[src/rtl/core/mxh_pkg.sv]
// ----------------------------------------------------------------------------
// mxh_pkg: shared types and constants of the multiply-xor hash core
// Holds the hash constants, controller state type and the command and status
// bundles that pass between the controller and the datapath.
// ----------------------------------------------------------------------------
package mxh_pkg;

    localparam int unsigned HashW   = 64;
    localparam int unsigned HalfW   = 32;
    localparam int unsigned CountW  = 4;
    localparam int unsigned ByteIdxW = 3;

    localparam logic [HashW-1:0] SEED_VALUE = 64'hea24_ccba_9c79_03c6;
    localparam logic [HashW-1:0] WORD_MULT  = 64'h9492_da79_9b90_d331;
    localparam logic [HashW-1:0] BYTE_MULT  = 64'h8512_0a0a_fdd7_ee37;
    localparam int unsigned      FOLD_SHIFT = 32;

    localparam logic [CountW-1:0] FULL_COUNT = 4'd8;

    typedef enum logic [2:0] {
        ST_IDLE,
        ST_MUL0,
        ST_MUL1,
        ST_MUL2,
        ST_FINISH
    } mxh_state_t;

    // Which pair of 32-bit halves goes through the shared multiplier.
    typedef enum logic [1:0] {
        MS_LO_LO,
        MS_HI_LO,
        MS_LO_HI
    } mxh_mul_step_t;

    typedef struct packed {
        logic          load;
        logic          mul_en;
        mxh_mul_step_t mul_step;
        logic          mul_done;
        logic          emit;
    } mxh_cmd_t;

    typedef struct packed {
        logic in_empty;
        logic more_bytes;
        logic last;
        logic out_busy;
    } mxh_status_t;

endpackage

[src/rtl/core/mxh_datapath.sv]
// ----------------------------------------------------------------------------
// mxh_datapath: running hash, shared multiplier and result register
// Computes each 64-bit product mod 2^64 from three 32x32 partial products on
// one multiplier, and folds the hash into the output register on command.
// ----------------------------------------------------------------------------
module mxh_datapath
    import mxh_pkg::*;
(
    input  logic                aclk,
    input  logic                aresetn,
    input  mxh_cmd_t            cmd,
    output mxh_status_t         status,
    input  logic [HashW-1:0]    s_word_data,
    input  logic [CountW-1:0]   s_byte_count,
    input  logic                s_last_word,
    output logic                m_valid,
    input  logic                m_ready,
    output logic [HashW-1:0]    m_hash_value
);

    logic [HashW-1:0]    hash_reg, hash_next;
    logic [HashW-1:0]    word_reg;
    logic [CountW-1:0]   count_reg;
    logic                full_reg;
    logic                last_reg;
    logic [ByteIdxW-1:0] idx_reg;
    logic [HashW-1:0]    oper_reg;
    logic [HashW-1:0]    acc_reg;
    logic                m_valid_reg, m_valid_next;
    logic [HashW-1:0]    m_hash_reg;

    logic                in_full;
    logic [HashW-1:0]    mult_const;
    logic [HalfW-1:0]    mul_a, mul_b;
    logic [HashW-1:0]    prod;
    logic [HalfW-1:0]    acc_hi_sum;
    logic [HashW-1:0]    mul_result;
    logic [7:0]          next_byte;
    logic                more_bytes;

    assign in_full    = (s_byte_count >= FULL_COUNT);
    assign mult_const = full_reg ? WORD_MULT : BYTE_MULT;

    always_comb begin
        case (cmd.mul_step)
            MS_LO_LO: begin
                mul_a = oper_reg[HalfW-1:0];
                mul_b = mult_const[HalfW-1:0];
            end
            MS_HI_LO: begin
                mul_a = oper_reg[HashW-1:HalfW];
                mul_b = mult_const[HalfW-1:0];
            end
            MS_LO_HI: begin
                mul_a = oper_reg[HalfW-1:0];
                mul_b = mult_const[HashW-1:HalfW];
            end
            default: begin
                mul_a = oper_reg[HalfW-1:0];
                mul_b = mult_const[HalfW-1:0];
            end
        endcase
    end

    assign prod       = HashW'(mul_a) * HashW'(mul_b);
    // The cross terms only reach the upper half of the truncated product.
    assign acc_hi_sum = acc_reg[HashW-1:HalfW] + prod[HalfW-1:0];
    assign mul_result = {acc_hi_sum, acc_reg[HalfW-1:0]};

    assign next_byte  = word_reg[8*idx_reg +: 8];
    assign more_bytes = !full_reg && (CountW'(idx_reg) < count_reg);

    always_comb begin
        hash_next = hash_reg;
        if (cmd.emit) begin
            hash_next = SEED_VALUE;
        end else if (cmd.mul_done) begin
            hash_next = mul_result;
        end
    end

    always_comb begin
        m_valid_next = m_valid_reg;
        if (cmd.emit) begin
            m_valid_next = 1'b1;
        end else if (m_ready) begin
            m_valid_next = 1'b0;
        end
    end

    always_ff @(posedge aclk) begin
        if (!aresetn) begin
            hash_reg    <= SEED_VALUE;
            m_valid_reg <= 1'b0;
        end else begin
            hash_reg    <= hash_next;
            m_valid_reg <= m_valid_next;
        end
    end

    always_ff @(posedge aclk) begin
        if (cmd.load) begin
            word_reg  <= s_word_data;
            count_reg <= s_byte_count;
            full_reg  <= in_full;
            last_reg  <= s_last_word;
            idx_reg   <= ByteIdxW'(1);
            oper_reg  <= hash_reg ^ (in_full ? s_word_data : HashW'(s_word_data[7:0]));
        end else if (cmd.mul_done && more_bytes) begin
            idx_reg  <= idx_reg + ByteIdxW'(1);
            oper_reg <= mul_result ^ HashW'(next_byte);
        end
        if (cmd.mul_en) begin
            if (cmd.mul_step == MS_LO_LO) begin
                acc_reg <= prod;
            end else begin
                acc_reg <= mul_result;
            end
        end
        if (cmd.emit) begin
            m_hash_reg <= hash_reg ^ (hash_reg >> FOLD_SHIFT);
        end
    end

    assign status.in_empty   = (s_byte_count == '0);
    assign status.more_bytes = more_bytes;
    assign status.last       = last_reg;
    assign status.out_busy   = m_valid_reg && !m_ready;

    assign m_valid      = m_valid_reg;
    assign m_hash_value = m_hash_reg;

endmodule

[src/rtl/core/mxh_ctrl.sv]
// ----------------------------------------------------------------------------
// mxh_ctrl: sequencing state machine of the multiply-xor hash core
// Takes one word, steps the shared multiplier through its three partial
// products once per multiply, and hands the folded hash to the output.
// ----------------------------------------------------------------------------
module mxh_ctrl
    import mxh_pkg::*;
(
    input  logic        aclk,
    input  logic        aresetn,
    input  logic        s_valid,
    output logic        s_ready,
    input  mxh_status_t status,
    output mxh_cmd_t    cmd,
    output mxh_state_t  state
);

    mxh_state_t state_reg, state_next;

    always_ff @(posedge aclk) begin
        if (!aresetn) begin
            state_reg <= ST_IDLE;
        end else begin
            state_reg <= state_next;
        end
    end

    always_comb begin
        state_next = state_reg;
        unique case (state_reg)
            ST_IDLE: begin
                if (s_valid) begin
                    state_next = status.in_empty ? ST_FINISH : ST_MUL0;
                end
            end
            ST_MUL0: state_next = ST_MUL1;
            ST_MUL1: state_next = ST_MUL2;
            ST_MUL2: state_next = status.more_bytes ? ST_MUL0 : ST_FINISH;
            ST_FINISH: begin
                if (!(status.last && status.out_busy)) begin
                    state_next = ST_IDLE;
                end
            end
            default: state_next = ST_IDLE;
        endcase
    end

    always_comb begin
        s_ready      = 1'b0;
        cmd          = '0;
        cmd.mul_step = MS_LO_LO;
        unique case (state_reg)
            ST_IDLE: begin
                s_ready  = 1'b1;
                cmd.load = s_valid;
            end
            ST_MUL0: begin
                cmd.mul_en   = 1'b1;
                cmd.mul_step = MS_LO_LO;
            end
            ST_MUL1: begin
                cmd.mul_en   = 1'b1;
                cmd.mul_step = MS_HI_LO;
            end
            ST_MUL2: begin
                cmd.mul_en   = 1'b1;
                cmd.mul_step = MS_LO_HI;
                cmd.mul_done = 1'b1;
            end
            ST_FINISH: begin
                cmd.emit = status.last && !status.out_busy;
            end
            default: begin
                s_ready = 1'b0;
            end
        endcase
    end

    assign state = state_reg;

endmodule

[src/rtl/core/multiply_xor_hash_64_core.sv]
// ----------------------------------------------------------------------------
// multiply_xor_hash_64_core: streaming multiply-xor 64-bit key hash
// Hashes a key sent as 64-bit little-endian words and returns the folded
// hash after the last word.
//
//   channel | ports                                   | dir | beat
//   --------+-----------------------------------------+-----+---------------
//   s_      | s_valid s_ready s_word_data s_byte_count | in  | one key word
//           | s_last_word                             |     |
//   m_      | m_valid m_ready m_hash_value            | out | one key hash
//
// A full word steps through accept, three multiplier passes and finish. A
// short word runs one multiply per valid byte. Each 64-bit multiply
// runs as three 32x32 partial products on one shared multiplier.
// Reset loads the seed and empties the output register.
// A last word whose result finds the output register still full waits in the
// finish step until the previous hash is taken; other words never wait on m_.
// ----------------------------------------------------------------------------
module multiply_xor_hash_64_core
    import mxh_pkg::*;
(
    input  logic                aclk,
    input  logic                aresetn,
    input  logic                s_valid,
    output logic                s_ready,
    input  logic [HashW-1:0]    s_word_data,
    input  logic [CountW-1:0]   s_byte_count,
    input  logic                s_last_word,
    output logic                m_valid,
    input  logic                m_ready,
    output logic [HashW-1:0]    m_hash_value
);

    mxh_cmd_t    cmd;
    mxh_status_t status;
    mxh_state_t  state;

    mxh_ctrl u_ctrl (
        .aclk    (aclk),
        .aresetn (aresetn),
        .s_valid (s_valid),
        .s_ready (s_ready),
        .status  (status),
        .cmd     (cmd),
        .state   (state)
    );

    mxh_datapath u_datapath (
        .aclk         (aclk),
        .aresetn      (aresetn),
        .cmd          (cmd),
        .status       (status),
        .s_word_data  (s_word_data),
        .s_byte_count (s_byte_count),
        .s_last_word  (s_last_word),
        .m_valid      (m_valid),
        .m_ready      (m_ready),
        .m_hash_value (m_hash_value)
    );

    // Once a beat is taken, s_ready is low in the next cycle.
    a_busy_after_accept: assert property (
        @(posedge aclk) disable iff (!aresetn)
        (s_valid && s_ready) |=> !s_ready
    ) else $error("input taken again right after an accepted beat");

    // A full word that is not last runs exactly three multiplier passes.
    a_full_word_latency: assert property (
        @(posedge aclk) disable iff (!aresetn)
        (s_valid && s_ready && s_byte_count[3] && !s_last_word) |-> ##5 s_ready
    ) else $error("full word did not finish in the expected cycle count");

    // A new result only comes out of the finish step.
    a_result_from_finish: assert property (
        @(posedge aclk) disable iff (!aresetn)
        $rose(m_valid) |-> $past(state == ST_FINISH)
    ) else $error("result raised outside the finish step");

endmodule
[config.mk]
export PLATFORM = sky130hd
export DESIGN_NAME = multiply_xor_hash_64_core
export DESIGN_NICKNAME = d
export VERILOG_FILES = /design/src/rtl/core/mxh_pkg.sv /design/src/rtl/core/mxh_datapath.sv /design/src/rtl/core/mxh_ctrl.sv /design/src/rtl/core/multiply_xor_hash_64_core.sv
export SDC_FILE = /design/constraint.sdc
export NUM_CORES = 2
export LEC_CHECK = 0
export BUFFER_PORTS_ARGS = -buffer_cell sky130_fd_sc_hd__buf_2
export CAP_MARGIN = 25
export CELL_PAD_IN_SITES_DETAIL_PLACEMENT = 1
export CELL_PAD_IN_SITES_GLOBAL_PLACEMENT = 1
export CORE_MARGIN = 10
export CORE_UTILIZATION = 52
export CTS_CLUSTER_DIAMETER = 40
export DETAILED_ROUTE_END_ITERATION = 10
export PLACE_DENSITY = 0.87
export SYNTH_ARGS = -nofsm -noshare
export SYNTH_HDL_FRONTEND = slang
export SYNTH_SLANG_ARGS = --single-unit
[constraint.sdc]
create_clock -name aclk -period 13.2 [get_ports aclk]
set_clock_uncertainty 0.2 [all_clocks]
set_input_delay 0.66 -clock aclk [delete_from_list [all_inputs] [get_ports aclk]]
set_output_delay 0.66 -clock aclk [all_outputs]
set_load 0.005 [all_outputs]
==> metrics <==
Yosys reg bits=approximately 330; Mapped Nets=approximately 5.5k; first-pass GRT wire length=237000 um; post-route clock period utilization=93.5%; YS warnings=0; cell count after synthesis=about 4.2k; Antenna Nets Post-Route=0; Layout area overhead=6.64%; post-synthesis compound-gate area fraction=roughly 7.1%; busiest grt layer=met2; met2 Use GR=55.3%; most common cell after layout, fill and taps aside=inv_1; Synth Flop Type=edfxtp_1; simple-gate portion of the synthesized area=8.22%; Worst Hold Path EP=u_datapath.count_reg[0]; largest net degree at the start of global routing=between 90 and 100; initial antenna violation count=5; total core area=just over 0.08 sq mm; Initial Utilization=roughly 53%; most frequent cells in the layout=inv_1, fa_1, ha_1; Final HPWL DP=137000 um; max_cap viols=0; design area=0.0463 sq mm; IO Pins=around 140; Hold Fails Final Rpt=0; GPL Wtd Cong=1.03; hold_sp=s_byte_count[0]; R2R Path Start=u_ctrl.state[2]; r2r endpoint=u_datapath.oper_reg[63]; Post-Synth Adder-Cell Area=47.6%; largest family of logic cells by synthesized area=adder cells; post_cts resized=0; die area=around 0.096 sq mm; drt pass-1 iters=5; Die Span X=about 300 um; gr usage total=between 30% and 40%; Worst path max stage delay=about 860 ps; EDFF count, synth=about 260; Routed WL=approximately 160000 um; status=finished, final reports clean; GR Overflow Total=0; CP max-delay cell=mux2i_1; Reg clk slew, reported paths=~80 ps; Clk Latency, worst-skew pair=570 ps; Fillers=a little over 9k; CP Data Arrival Time=approximately 12000 ps; deepest clock path buffer count=3; Setup crit end kind=flip-flop; CTS Hold Buffers Added=0; maximum fanout along the worst path=13; post-synthesis sequential area ratio=a little over a fifth; # nets final=around 5.6k; Worst R2R Path Depth=38; Root Driver=clkbuf_16; reg2reg setup slack=860 ps; CTS H-Tree Depth=1; met3 Use GR=4.97%; met1 usage=between 40% and 50%; critical path class=flip-flop to flip-flop; CTS tree=done; Num CTS Buffers=29; minimum clock period=approximately 12000 ps; WP data required=about 13000 ps; Residual DRC=0; Final TNS setup=0 ps; f_max=roughly 0.081 GHz; hold path depth=1; Startpoint Class=flip-flop; overall via count from detail_route=approximately 32k; syn avg cell area=about 10 sq um; Setup Fix Bufs, Post-CTS=0; CTS Sinks=about 330; die height=309 um; Unique masters post-synth=86; post-synthesis mux area share=approximately 2.1%; Row Count=between 100 and 150; Vias/cell=about 6; vias in the first global route=between 30k and 40k; buffers added on ports=roughly 140; RSZ-0062 raised after global routing=false; final core occ=56.2%; worst hold slack=approximately 80 ps; Synth async-reset ratio=0%; proportion of layout cells with a drive suffix above 1=between 7 and 8%; final setup violation count=0; hold crit path type=primary input to flip-flop; Critical Path Most Common Cell=inv_1; dpl cell area=around 0.045 sq mm; mapped cell area=around 0.043 sq mm; DRT iter0 DRCs=approximately 3.6k; XOR/XNOR Fraction of Synth Area=4.09%; fin. max-slew vios=0; wire length per cell=about 30 um; Max-Slew Margin vs Limit=26.0%; Slew @ Worst Pin=around 1100 ps
-- through the flow --
step                setup WS, ps  cells
finish                       864   5392
global route                 322   5391
CTS                          985   5388
detailed placement          1000   5336
global placement            1210   5334
floorplan                   2840   4209
-- layer usage --
layer | wire [um] | part of all wire (%)
met1 | 60400 | 38
met2 | 75900 | 47
met3 | 12800 | 8.0
met4 | 10600 | 6.6
met5 | 0 | 0
-- Yosys cell counts, types with 5 or more instances --
cell / number / area, sq um
edfxtp_1: 262 / 7870
buf_1: 19 / 71.3
a21o_1: 39 / 293
mux4_2: 16 / 360
and2_1: 7 / 43.8
o21ai_0: 95 / 475
nand2_1: 369 / 1390
a211oi_1: 11 / 82.6
clkbuf_1: 98 / 368
or2_2: 5 / 31.3
nand3_1: 54 / 270
nand4_1: 25 / 156
xnor2_1: 72 / 631
mux2_2: 16 / 180
buf_2: 5 / 25.0
xor2_1: 131 / 1150
clkbuf_8: 5 / 68.8
o21a_1: 11 / 82.6
fa_1: 785 / 15700
o211ai_1: 13 / 97.6
inv_1: 934 / 3510
dfxtp_1: 71 / 1420
nor2_1: 279 / 1050
mux2i_1: 35 / 350
ha_1: 398 / 4980
and3_1: 11 / 68.8
nor3_1: 24 / 120
nor2b_1: 11 / 68.8
a31oi_1: 14 / 87.6
a221oi_1: 6 / 52.6
nand2b_1: 15 / 93.8
a211o_1: 5 / 43.8
o21ai_1: 7 / 35.0
nor4_1: 10 / 62.6
a21oi_1: 254 / 1270
o21bai_1: 17 / 128
-- final cells by class --
| class | count | area (sq um) | share of cell area [%] |
|---|---|---|---|
| multi-input cells | 2802 | 30100 | 64.9 |
| flip-flops and latches | 333 | 9290 | 20.0 |
| inverters | 937 | 3520 | 7.59 |
| well taps | 1070 | 1340 | 2.89 |
| repair buffers | 196 | 1180 | 2.55 |
| clock buffers | 34 | 764 | 1.65 |
| clock inverters | 18 | 176 | 0.381 |
| diodes | 2 | 5.00 | 0.0108 |
-- critical path: cells and delay by family, from the launching register on --
family | cells | cell delay, ps
flip-flops | 1 | 490
AO/OA/AOI/OAI | 7 | 1290
adder cells (fa/ha/maj) | 10 | 5110
AND/OR/NAND/NOR | 9 | 2260
XOR/XNOR | 2 | 690
multiplexers | 1 | 860
buffers and inverters | 9 | 1110
-- how the worst max path moves through the flow --
stage | from | end | slack, ps | cells past startpoint
after floorplan | u_ctrl.state[1] | u_datapath.oper_reg[62] | 2840 | 40
after global placement | u_ctrl.state[2] | u_datapath.oper_reg[61] | 1210 | 38
after detailed placement | u_ctrl.state[2] | u_datapath.oper_reg[63] | 1000 | 38
after CTS | u_ctrl.state[2] | u_datapath.oper_reg[63] | 990 | 38
after global routing | u_ctrl.state[2] | u_datapath.oper_reg[63] | 320 | 38
final | u_ctrl.state[2] | u_datapath.oper_reg[63] | 860 | 38
-- kinds of logic after synthesis --
group,Yosys count
AO/OA/AOI/OAI,514
XOR/XNOR,203
adder cells (fa/ha/maj),1183
buffers and inverters,1074
flip-flops,333
multiplexers,67
AND/OR/NAND/NOR,835
Power is not shown: default switching activity piles up to over one toggle a cycle in this logic, so the estimate is an artifact.
